===== src/sv/chd_pkg.sv =====
// Shared types, constants and per-byte decode functions for the chunked decoder.
package chd_pkg;

	localparam int unsigned LEN_BITS = 32;

	localparam logic [7:0] CH_CR   = 8'h0D;
	localparam logic [7:0] CH_LF   = 8'h0A;
	localparam logic [7:0] CH_SEMI = 8'h3B;

	localparam logic OP_BYTE = 1'b0;
	localparam logic OP_END  = 1'b1;

	localparam logic KIND_DATA   = 1'b0;
	localparam logic KIND_STATUS = 1'b1;

	typedef enum logic [2:0] {
		PH_START   = 3'd0,
		PH_LINE    = 3'd1,
		PH_LINE_CR = 3'd2,
		PH_DATA    = 3'd3,
		PH_DATA_CR = 3'd4,
		PH_DATA_LF = 3'd5,
		PH_FINAL   = 3'd6
	} phase_t;

	typedef enum logic [2:0] {
		ST_OK        = 3'd0,
		ST_MALFORMED = 3'd1,
		ST_INVALID   = 3'd2,
		ST_BAD_FINAL = 3'd3,
		ST_TRUNCATED = 3'd4,
		ST_NO_TERM   = 3'd5,
		ST_NO_FINAL  = 3'd6
	} status_t;

	typedef struct packed {
		phase_t              phase;
		logic [LEN_BITS-1:0] chunk_remaining;
		logic                digit_seen;
		logic                line_bad;
		logic                in_extension;
		logic [2:0]          trailer_match;
		logic [1:0]          trailer_count;
		status_t             error_code;
	} dec_state_t;

	typedef struct packed {
		logic       vld;
		logic       kind;
		logic [7:0] out_byte;
		status_t    status;
	} dec_result_t;

	typedef struct packed {
		logic       ok;
		logic [3:0] digit;
	} hex_t;

	localparam dec_state_t STATE_RESET = '{
		phase:           PH_START,
		chunk_remaining: '0,
		digit_seen:      1'b0,
		line_bad:        1'b0,
		in_extension:    1'b0,
		trailer_match:   3'd0,
		trailer_count:   2'd0,
		error_code:      ST_OK
	};

	function automatic hex_t hex_value(input logic [7:0] b);
		hex_t h;
		h.ok    = 1'b1;
		h.digit = 4'd0;
		if (b >= 8'h30 && b <= 8'h39) begin
			h.digit = 4'(b - 8'h30);
		end else if (b >= 8'h61 && b <= 8'h66) begin
			h.digit = 4'(b - 8'h57);
		end else if (b >= 8'h41 && b <= 8'h46) begin
			h.digit = 4'(b - 8'h37);
		end else begin
			h.ok = 1'b0;
		end
		return h;
	endfunction

	function automatic dec_state_t line_byte(input dec_state_t s, input logic [7:0] b);
		dec_state_t n;
		hex_t h;
		n = s;
		h = hex_value(b);
		if (b == CH_CR) begin
			n.phase = PH_LINE_CR;
		end else begin
			n.phase = PH_LINE;
			if (!s.in_extension) begin
				if (b == CH_SEMI) begin
					n.in_extension = 1'b1;
				end else if (!h.ok) begin
					n.line_bad = 1'b1;
				end else begin
					n.digit_seen = 1'b1;
					if (!s.line_bad) begin
						if (s.chunk_remaining[LEN_BITS-1 -: 4] != 4'd0) begin
							n.line_bad = 1'b1;
						end else begin
							n.chunk_remaining = {s.chunk_remaining[LEN_BITS-5:0], h.digit};
						end
					end
				end
			end
		end
		return n;
	endfunction

	function automatic dec_state_t close_size_line(input dec_state_t s);
		dec_state_t n;
		n = s;
		if (s.line_bad || !s.digit_seen) begin
			n.error_code = ST_INVALID;
		end else if (s.chunk_remaining == '0) begin
			n.phase         = PH_FINAL;
			n.trailer_match = 3'd0;
			n.trailer_count = 2'd0;
		end else begin
			n.phase = PH_DATA;
		end
		n.digit_seen   = 1'b0;
		n.line_bad     = 1'b0;
		n.in_extension = 1'b0;
		return n;
	endfunction

	function automatic dec_state_t final_byte(input dec_state_t s, input logic [7:0] b);
		dec_state_t n;
		logic [2:0] m;
		n = s;
		m = s.trailer_match;
		if (m >= 3'd4) begin
			n.error_code = ST_BAD_FINAL;
		end else begin
			if (m == 3'd1 || m == 3'd3) begin
				m = (b == CH_LF) ? m + 3'd1 : ((b == CH_CR) ? 3'd1 : 3'd0);
			end else begin
				m = (b == CH_CR) ? m + 3'd1 : 3'd0;
			end
			n.trailer_match = m;
			if (s.trailer_count != 2'd3) begin
				n.trailer_count = s.trailer_count + 2'd1;
			end
		end
		return n;
	endfunction

	function automatic status_t end_status(input dec_state_t s);
		status_t st;
		if (s.error_code != ST_OK) begin
			st = s.error_code;
		end else begin
			unique case (s.phase)
				PH_START:              st = ST_NO_FINAL;
				PH_LINE, PH_LINE_CR:   st = ST_MALFORMED;
				PH_DATA:               st = ST_TRUNCATED;
				PH_DATA_CR, PH_DATA_LF: st = ST_NO_TERM;
				PH_FINAL: begin
					if (s.trailer_match == 3'd4 ||
					    (s.trailer_match == 3'd2 && s.trailer_count == 2'd2)) begin
						st = ST_OK;
					end else begin
						st = ST_BAD_FINAL;
					end
				end
				default:               st = ST_MALFORMED;
			endcase
		end
		return st;
	endfunction

endpackage


===== src/sv/chd_in_if.sv =====
// Input word channel: op and data byte with valid/ready.
interface chd_in_if;
	logic       valid;
	logic       ready;
	logic       op;
	logic [7:0] data_byte;

	modport source (output valid, output op, output data_byte, input ready);
	modport sink (input valid, input op, input data_byte, output ready);
endinterface


===== src/sv/chd_out_if.sv =====
// Output word channel: decoded byte or final status with valid/ready.
interface chd_out_if;
	logic       valid;
	logic       ready;
	logic       kind;
	logic [7:0] out_byte;
	logic [2:0] status;

	modport source (output valid, output kind, output out_byte, output status, input ready);
	modport sink (input valid, input kind, input out_byte, input status, output ready);
endinterface


===== src/sv/http_chunked_decoder_unit.sv =====
// Streaming HTTP/1.1 chunked body decoder, one input word per cycle while dout is not stalled.
//
// din carries payload words: op 0 with a raw body byte, op 1 as the end-of-payload marker.
// dout carries results: kind 0 with a decoded chunk data byte, kind 1 with the final
// status (0 ok, 1 malformed size, 2 invalid size, 3 bad final, 4 truncated,
// 5 no terminator, 6 no final). Size lines, extensions, CRLFs and trailers give no word.
// The first error is latched; later payload bytes are dropped until the end marker,
// which reports the status and restarts the decoder.
// Throughput: one input word per cycle while dout is not stalled, set by the state update in the
// decoder core. A result appears on dout in the cycle after its input word is taken.
// din.ready is high while the output register is empty or being drained this cycle,
// so a stalled receiver holds the pending word and stops intake after one word.
// Reset (arst_n low) clears the decoder to the start of a size line and empties dout.
module http_chunked_decoder_unit (
	input  logic      clk,
	input  logic      arst_n,
	chd_in_if.sink    din,
	chd_out_if.source dout
);

	chd_pkg::dec_result_t result;
	logic                 can_take;
	logic                 accept;

	assign din.ready = can_take;
	assign accept    = din.valid && can_take;

	chd_core u_core (
		.clk       (clk),
		.arst_n    (arst_n),
		.accept    (accept),
		.op        (din.op),
		.data_byte (din.data_byte),
		.result    (result)
	);

	chd_out_reg u_out (
		.clk      (clk),
		.arst_n   (arst_n),
		.result   (result),
		.can_take (can_take),
		.dout     (dout)
	);

endmodule


===== src/sv/chd_core.sv =====
// Decoder state register and combinational next-state and result logic.
module chd_core (
	input  logic                 clk,
	input  logic                 arst_n,
	input  logic                 accept,
	input  logic                 op,
	input  logic [7:0]           data_byte,
	output chd_pkg::dec_result_t result
);

	chd_pkg::dec_state_t state_q;
	chd_pkg::dec_state_t state_nxt;

	always_ff @(posedge clk or negedge arst_n) begin
		if (!arst_n) begin
			state_q <= chd_pkg::STATE_RESET;
		end else if (accept) begin
			state_q <= state_nxt;
		end
	end

	always_comb begin
		state_nxt       = state_q;
		result.vld      = 1'b0;
		result.kind     = chd_pkg::KIND_DATA;
		result.out_byte = 8'd0;
		result.status   = chd_pkg::ST_OK;
		if (op == chd_pkg::OP_END) begin
			result.vld    = accept;
			result.kind   = chd_pkg::KIND_STATUS;
			result.status = chd_pkg::end_status(state_q);
			state_nxt     = chd_pkg::STATE_RESET;
		end else if (state_q.error_code == chd_pkg::ST_OK) begin
			unique case (state_q.phase)
				chd_pkg::PH_START, chd_pkg::PH_LINE: begin
					state_nxt = chd_pkg::line_byte(state_q, data_byte);
				end
				chd_pkg::PH_LINE_CR: begin
					if (data_byte == chd_pkg::CH_LF) begin
						state_nxt = chd_pkg::close_size_line(state_q);
					end else begin
						state_nxt = state_q;
						if (!state_q.in_extension) begin
							state_nxt.line_bad = 1'b1;
						end
						state_nxt = chd_pkg::line_byte(state_nxt, data_byte);
					end
				end
				chd_pkg::PH_DATA: begin
					result.vld      = accept;
					result.out_byte = data_byte;
					state_nxt.chunk_remaining = state_q.chunk_remaining - 1'b1;
					if (state_q.chunk_remaining == chd_pkg::LEN_BITS'(1)) begin
						state_nxt.phase = chd_pkg::PH_DATA_CR;
					end
				end
				chd_pkg::PH_DATA_CR: begin
					if (data_byte == chd_pkg::CH_CR) begin
						state_nxt.phase = chd_pkg::PH_DATA_LF;
					end else begin
						state_nxt.error_code = chd_pkg::ST_NO_TERM;
					end
				end
				chd_pkg::PH_DATA_LF: begin
					if (data_byte == chd_pkg::CH_LF) begin
						state_nxt.phase = chd_pkg::PH_START;
					end else begin
						state_nxt.error_code = chd_pkg::ST_NO_TERM;
					end
				end
				chd_pkg::PH_FINAL: begin
					state_nxt = chd_pkg::final_byte(state_q, data_byte);
				end
				default: begin
					state_nxt = state_q;
				end
			endcase
		end
	end

endmodule


===== src/sv/chd_out_reg.sv =====
// Output word register between the decoder and the output channel.
module chd_out_reg (
	input  logic                 clk,
	input  logic                 arst_n,
	input  chd_pkg::dec_result_t result,
	output logic                 can_take,
	chd_out_if.source            dout
);

	logic             valid_q;
	logic             kind_q;
	logic [7:0]       byte_q;
	chd_pkg::status_t status_q;

	assign can_take = !valid_q || dout.ready;

	always_ff @(posedge clk or negedge arst_n) begin
		if (!arst_n) begin
			valid_q <= 1'b0;
		end else if (can_take) begin
			valid_q <= result.vld;
		end
	end

	always_ff @(posedge clk) begin
		if (can_take && result.vld) begin
			kind_q   <= result.kind;
			byte_q   <= result.out_byte;
			status_q <= result.status;
		end
	end

	assign dout.valid    = valid_q;
	assign dout.kind     = kind_q;
	assign dout.out_byte = byte_q;
	assign dout.status   = status_q;

endmodule

===== src/flat_wrapper.sv =====
// flat-port wrapper written by rule: the top's interface ports become plain ports
module http_chunked_decoder_unit_flat 
  (clk, arst_n, din_valid, din_op, din_data_byte, din_ready, dout_valid, dout_kind, dout_out_byte, dout_status, dout_ready);
  chd_in_if din_i ();
  chd_out_if dout_i ();
  input  logic clk;
  input  logic arst_n;
  input wire logic [$bits(din_i.valid)-1:0] din_valid;
  input wire logic [$bits(din_i.op)-1:0] din_op;
  input wire logic [$bits(din_i.data_byte)-1:0] din_data_byte;
  output wire logic [$bits(din_i.ready)-1:0] din_ready;
  output wire logic [$bits(dout_i.valid)-1:0] dout_valid;
  output wire logic [$bits(dout_i.kind)-1:0] dout_kind;
  output wire logic [$bits(dout_i.out_byte)-1:0] dout_out_byte;
  output wire logic [$bits(dout_i.status)-1:0] dout_status;
  input wire logic [$bits(dout_i.ready)-1:0] dout_ready;
  assign din_i.valid = din_valid;
  assign din_i.op = din_op;
  assign din_i.data_byte = din_data_byte;
  assign din_ready = din_i.ready;
  assign dout_valid = dout_i.valid;
  assign dout_kind = dout_i.kind;
  assign dout_out_byte = dout_i.out_byte;
  assign dout_status = dout_i.status;
  assign dout_i.ready = dout_ready;
  http_chunked_decoder_unit u_core (.clk(clk), .arst_n(arst_n), .din(din_i), .dout(dout_i));
endmodule

===== config.mk =====
export PLATFORM = sky130hd
export DESIGN_NAME = http_chunked_decoder_unit_flat
export DESIGN_NICKNAME = d
export VERILOG_FILES = /design/src/sv/chd_pkg.sv /design/src/sv/chd_in_if.sv /design/src/sv/chd_out_if.sv /design/src/sv/http_chunked_decoder_unit.sv /design/src/sv/chd_core.sv /design/src/sv/chd_out_reg.sv /design/src/flat_wrapper.sv
export SDC_FILE = /design/constraint.sdc
export NUM_CORES = 1
export LEC_CHECK = 0
export ABC_AREA = 1
export BUFFER_PORTS_ARGS = -buffer_cell sky130_fd_sc_hd__buf_4
export CORE_MARGIN = 2
export CORE_UTILIZATION = 25
export DETAILED_ROUTE_END_ITERATION = 10
export GPL_TIMING_DRIVEN = 0
export PLACE_DENSITY_LB_ADDON = 0.25
export SLEW_MARGIN = 5
export SYNTH_ARGS = -nofsm -noshare
export SYNTH_HDL_FRONTEND = slang
export SYNTH_SLANG_ARGS = --single-unit

===== constraint.sdc =====
create_clock -name clk -period 3.8 [get_ports clk]
set_input_delay 0.38 -clock clk [delete_from_list [all_inputs] [get_ports clk]]
set_output_delay 0.38 -clock clk [all_outputs]
set_load 0.03 [all_outputs]

* Word-level counts from Yosys, hierarchy flattened
Index checks and enable logic that the tools add are counted.
Widths: inputs -> output; s select.
** Storage, ports and cells
- Register bits :: 59
- Latch bits :: 0
- Memory bits (writable) :: 0
- ROM bits :: 0
- Logic and storage cells :: 174
- Memories :: 0
** Operators by class
- $add $sub $neg :: 6
- $mul :: 0
- Divide/modulo/power cells :: 0
- Order comparisons :: 7
- Equality and inequality tests :: 46
- Shifts and indexed selects :: 0
- Multiplexer cells :: 67
- Bitwise logic cells :: 2
- Reductions and logical operators :: 34
** Operator list (count)
- $mux 35 :: 4
- $mux 46 :: 3
- $mux 32 :: 3
- $pmux 32 s3 :: 1
- $ne 3x3->1 const B :: 23
- $mux 34 :: 2
- $mux 33 :: 2
- $mux 3 :: 13
- $eq 32x1->1 const B :: 1
- $logic_not 32->1 :: 1
- $sub 32x1->32 const B :: 1
- $mux 1 :: 26
- $pmux 3 s4 :: 2
- $pmux 8 s3 :: 1
- $ne 4x4->1 const B :: 5
- $eq 8x4->1 const B :: 2
- $ge 8x7->1 const B :: 2
- $le 8x7->1 const B :: 2
- $reduce_and 8->1 :: 2
- $mux 5 :: 3
- $pmux 3 s5 :: 1
- $reduce_and 14->1 :: 1
- $reduce_and 7->1 :: 2
- $eq 3x2->1 const B :: 4
- other kinds (29) :: 55

* Longest topological paths before layout
- Word-level depth :: 17
- Gate-level depth with buffers :: 15

* Cells and area by module
Synthesis repeated with hierarchy kept, for this count alone.
** Unflattened totals
- Cell total of the unflattened synthesis :: 820
- Area total of the unflattened synthesis :: 5024.8 µm²
** Modules (own cells, without submodules)
- chd_core :: instances 1, cells each 800, area each 4611.9 µm², sequential area each 1151.1 µm²
- chd_out_reg :: instances 1, cells each 18, area each 405.4 µm², sequential area each 385.4 µm²
- http_chunked_decoder_unit :: instances 1, cells each 2, area each 7.5 µm², sequential area each 0.0 µm²

* Worst setup path before layout
No wires, ideal clock.
- Path type :: flip-flop to flip-flop
- From :: reg u_core.u_core.state_q[45] (netlist bit)
- To :: reg u_core.u_out.kind_q (netlist: u_core.u_out.dout.kind), enable pin
- Data arrival time :: 1813 ps
- Required time :: 3420 ps
- Setup slack :: 1607 ps
- Cell stages (with the launch flop) :: 10
- Clock period less this slack :: 2193 ps
- Cells stage by stage :: dfrtp_1 -> buf_6 -> inv_4 -> nand2_4 -> inv_2 -> nand2_2 -> inv_2 -> buf_2 -> a21oi_1 -> nor2_1
** Between the ends
- Cells in the longest elaborated chain, start to end :: 5
** Ends and longest elaborated chain
- from (decl) :: RTL line chd_core.sv:11 : chd_pkg::dec_state_t state_q;
- from (signal assigned) :: RTL line chd_core.sv:16 : state_q <= chd_pkg::STATE_RESET;
- from (signal assigned) :: RTL line chd_core.sv:18 : state_q <= state_nxt;
- $eq 3x2->1 :: RTL line chd_core.sv:34 : unique case (state_q.phase)
- $mux 1 :: RTL line chd_core.sv:34
- $mux 1 :: RTL line chd_core.sv:33 : end else if (state_q.error_code == chd_pkg::ST_OK) begin
- $mux 1 :: RTL line chd_core.sv:28 : if (op == chd_pkg::OP_END) begin
- $logic_and 1x1->1 :: RTL line chd_out_reg.sv:26 : if (can_take && result.vld) begin
- to (signal assigned) :: RTL line chd_out_reg.sv:27 : kind_q <= result.kind;
- to (decl) :: RTL line chd_out_reg.sv:11 : logic kind_q;
Every way passes these cells.
A chain may end at the register's enable or synchronous reset.

* Worst setup path in the final report
- From :: reg u_core.u_core.state_q[45] (netlist bit)
- To :: reg u_core.u_out.byte_q[5] (netlist: u_core.u_out.dout.out_byte[5]), enable pin
** Between the ends
- Cells in the longest elaborated chain, start to end :: 5
** Ends and longest elaborated chain
- $eq 3x2->1 :: RTL line chd_core.sv:34
- $mux 1 :: RTL line chd_core.sv:34
- $mux 1 :: RTL line chd_core.sv:33
- $mux 1 :: RTL line chd_core.sv:28
- $logic_and 1x1->1 :: RTL line chd_out_reg.sv:26
- to (signal assigned) :: RTL line chd_out_reg.sv:28 : byte_q <= result.out_byte;
- to (decl) :: RTL line chd_out_reg.sv:12 : logic [7:0] byte_q;
Every way passes these cells.

==> summary.md <==
| Metric | Value |
|---|---|
| Buffers added on ports | `26` |
| Max-slew headroom | `33.5%` |
| Hpwl dp | `11.8 mm` |
| Clock slew at reported path FFs | `0.06 ns` |
| Vias | `5051` |
| Status | `finished, final reports clean` |
| Die area | `0.0210 mm²` |
| Worst Max-Slew Pin Slew | `0.993 ns` |
| Post_cts resized | `0` |
| Crit Reg-Reg Endpoint | `u_core.u_out.dout.out_byte[5]$_SDFFCE_PP0P_` |
| Final min period | `3.02 ns` |
| GRT Residual Overflow | `0` |
| Sequential fraction of the synthesis area | `31.0%` |
| Crit. End Element | `flip-flop` |
| CP Class | `reg -> reg` |
| P&R area growth vs syn | `17.6%` |
| Final period utilization | `79.4%` |
| Root buf cell | `clkbuf_16` |
| GRT Util Overall | `15.8%` |
| Critical Path Source Type | `flip-flop` |
| RSZ-0062 raised after global routing | `no` |
| Synth async-reset ratio | `79.7%` |
| Num CTS Buffers | `9` |
| Vias in the first global route | `4781` |
| Reg-to-reg startpoint | `u_core.u_core.state_q[45]$_DFFE_PN0P_` |
| Max-Cap Viols | `0` |
| Remaining DRCs | `0` |
| Ys Warns | `0` |
| CTS Buffer Depth | `2` |
| Sink Count | `59` |
| Worst R2R Setup Slack | `0.78 ns` |
| Total wire length | `15.8 mm` |
| Worst-path fanout max | `12` |
| Highest Clock Rate | `331 MHz` |
| Placer Congestion | `0.882` |
| CTS tree | `yes` |
| Post-Syn Nets | `794` |
| Synth Flop Type | `dfrtp_1` |
| Hold Buf Count CTS | `0` |
| Vias per inst | `4.70` |
| Fin. max-slew vios | `0` |
| CP Data Arrival Time | `2.98 ns` |
| Peak supply drop | `0.205 mV` |
| Layout cell share with drive strength beyond 1 | `13.3%` |
| Row cnt | `51` |
| DRT Pass-1 Iters | `5` |
| Synthesized area | `0.00495 mm²` |
| Diode count | `0` |
| Register-to-Register Path Depth | `9` |
| WP data required | `3.76 ns` |
| Synth top area share | `23.7%` |
| Setup ws final | `0.781 ns` |
| First-pass GRT wire length | `25.6 mm` |
| PD cells | `312 mW/mm²` |
| Hold crit path type | `in -> async` |
| Ports | `27` |
| Starting Density | `25.5%` |
| Top-count cell post-synth | `nand2_1` |
| Yosys reg bits | `59` |
| Setup TNS | `0 ns` |
| Worst hold margin | `0.0980 ns` |
| Synth top area cells | `dfrtp_1 (24%), nand2_1 (17%), nor2_1 (7.9%)` |
| Post-Synthesis Cells | `768` |
| Clk Latency, worst-skew pair | `0.34 ns` |
| DRT iter0 DRCs | `369` |
| Leakage | `2.82 nW` |
| Antenna-violating nets left | `0` |
| Core area | `0.0195 mm²` |
| Final Hold Viols | `0` |
| Net count, final | `831` |
| Post-Place Worst Slack | `0.737 ns` |
| Post-synth EDFFs | `12` |
| Die Height | `145 µm` |
| Initial antenna violation count | `0` |
| DR WL/cell | `14.7 µm` |
| Skew final | `0.00753 ns` |
| Die width | `145 µm` |
| Syn_area_per_cell | `6.45 µm²` |
| Distinct cells, synth | `43` |
| Number of H-tree levels | `3` |
| Largest net degree at the start of global routing | `48` |
| Synth cell count leaders | `nand2_1 (227), nor2_1 (104), inv_1 (76), nand3_1 (60), o21ai_0 (53)` |
| Setup Viol. Count Final | `0` |
| Most area-hungry cell type in the Yosys netlist | `dfrtp_1` |
| Layout Utilization | `29.9%` |
| Post-CTS setup buffers | `0` |
-- per-stage QoR --
| step | power [mW] | area (µm²) | cells |
|---|---|---|---|
| final | 1.82 | 5820 | 1075 |
| after global routing | 1.89 | 5820 | 1075 |
| after CTS | 1.84 | 5820 | 1075 |
| after detailed placement | 0.876 | 5480 | 1059 |
| after global placement | 0.876 | 5480 | 1059 |
| after floorplan | 0.804 | 4950 | 768 |
-- layer usage --
| metal | share of wire, % | wire [µm] | vias up | track usage [%] |
|---|---|---|---|---|
| li1 | - | - | 2572 | - |
| met1 | 47 | 7470 | 2328 | 21.4 |
| met2 | 46 | 7170 | 128 | 25.0 |
| met3 | 4.5 | 714 | 23 | 3.46 |
| met4 | 2.5 | 394 | 0 | 5.42 |
| met5 | 0 | 0 | - | 0 |
-- where the power goes --
part / internal, mW / leakage (nW) / switching [mW]
registers: 0.660 / 0.764 / 0.00719
clock network: 0.619 / 0.164 / 0.337
logic: 0.0619 / 1.89 / 0.133
total: 1.34 / 2.82 / 0.478
-- layout by cell type (no fill, tap or decap), types with 4 or more instances in the layout --
| cell type | instances |
|---|---|
| nand2_1 | 227 |
| nor2_1 | 104 |
| inv_1 | 76 |
| nand3_1 | 60 |
| o21ai_0 | 53 |
| dfrtp_1 | 47 |
| a21oi_1 | 36 |
| buf_4 | 30 |
| o21ai_1 | 21 |
| inv_2 | 13 |
| ha_1 | 13 |
| edfxtp_1 | 12 |
| o22ai_1 | 11 |
| clkbuf_16 | 10 |
| nor2_4 | 8 |
| nor3_1 | 8 |
| xor2_1 | 7 |
| buf_6 | 6 |
| buf_2 | 6 |
| nand2_2 | 5 |
| clkbuf_1 | 5 |
| nand3_2 | 4 |
| nand3b_1 | 4 |
| nor2_2 | 4 |
| o21ai_2 | 4 |
| nand4_1 | 4 |
-- area by class of cell --
type / instances / area [µm²]
plain buffers: 21 / 146
clock buffers: 10 / 250
clock inverters: 6 / 93.8
fillers: 2158 / 13600
inverters: 91 / 349
multi-input cells: 597 / 2920
flip-flops and latches: 59 / 1540
well taps: 265 / 332
repair buffers: 26 / 195
-- state kept, by name, summed over array words and instances, names as in the netlist --
register	count
u_core.u_core.state_q	46
u_core.u_out.dout.out_byte	8
u_core.u_out.dout.status	3
u_core.u_out.dout.kind	1
u_core.u_out.dout.valid	1
-- worst max-delay path by stage --
stage | slack, ns | endpoint | from | depth (start not counted)
floorplan | 1.61 | u_core.u_out.dout.kind$_DFFE_PP_ | u_core.u_core.state_q[45]$_DFFE_PN0P_ | 9
global placement | 0.76 | u_core.u_out.dout.out_byte[2]$_SDFFCE_PP0P_ | u_core.u_core.state_q[45]$_DFFE_PN0P_ | 9
detailed placement | 0.74 | u_core.u_out.dout.out_byte[2]$_SDFFCE_PP0P_ | u_core.u_core.state_q[45]$_DFFE_PN0P_ | 9
CTS | 0.74 | u_core.u_out.dout.out_byte[2]$_SDFFCE_PP0P_ | u_core.u_core.state_q[45]$_DFFE_PN0P_ | 9
global route | 0.50 | u_core.u_out.dout.out_byte[5]$_SDFFCE_PP0P_ | u_core.u_core.state_q[45]$_DFFE_PN0P_ | 9
finish | 0.78 | u_core.u_out.dout.out_byte[5]$_SDFFCE_PP0P_ | u_core.u_core.state_q[45]$_DFFE_PN0P_ | 9
-- critical path: stages, from the launching register on --
cell,delay [ns]
dfrtp_1,0.37
buf_6,0.14
inv_4,0.09
nand2_4,0.09
inv_2,0.20
nand2_2,0.26
inv_2,0.25
buf_2,0.33
a21oi_1,0.13
nor2_1,0.77
-- cell families after synthesis --
group	after synthesis	synth area share, %
XOR/XNOR	7	1.24
AND/OR/NAND/NOR	436	38.5
flip-flops	59	31.0
AO/OA/AOI/OAI	141	15.9
buffers and inverters	112	10.0
adder cells (fa/ha/maj)	13	3.28
(Power assumes the default switching activity.)
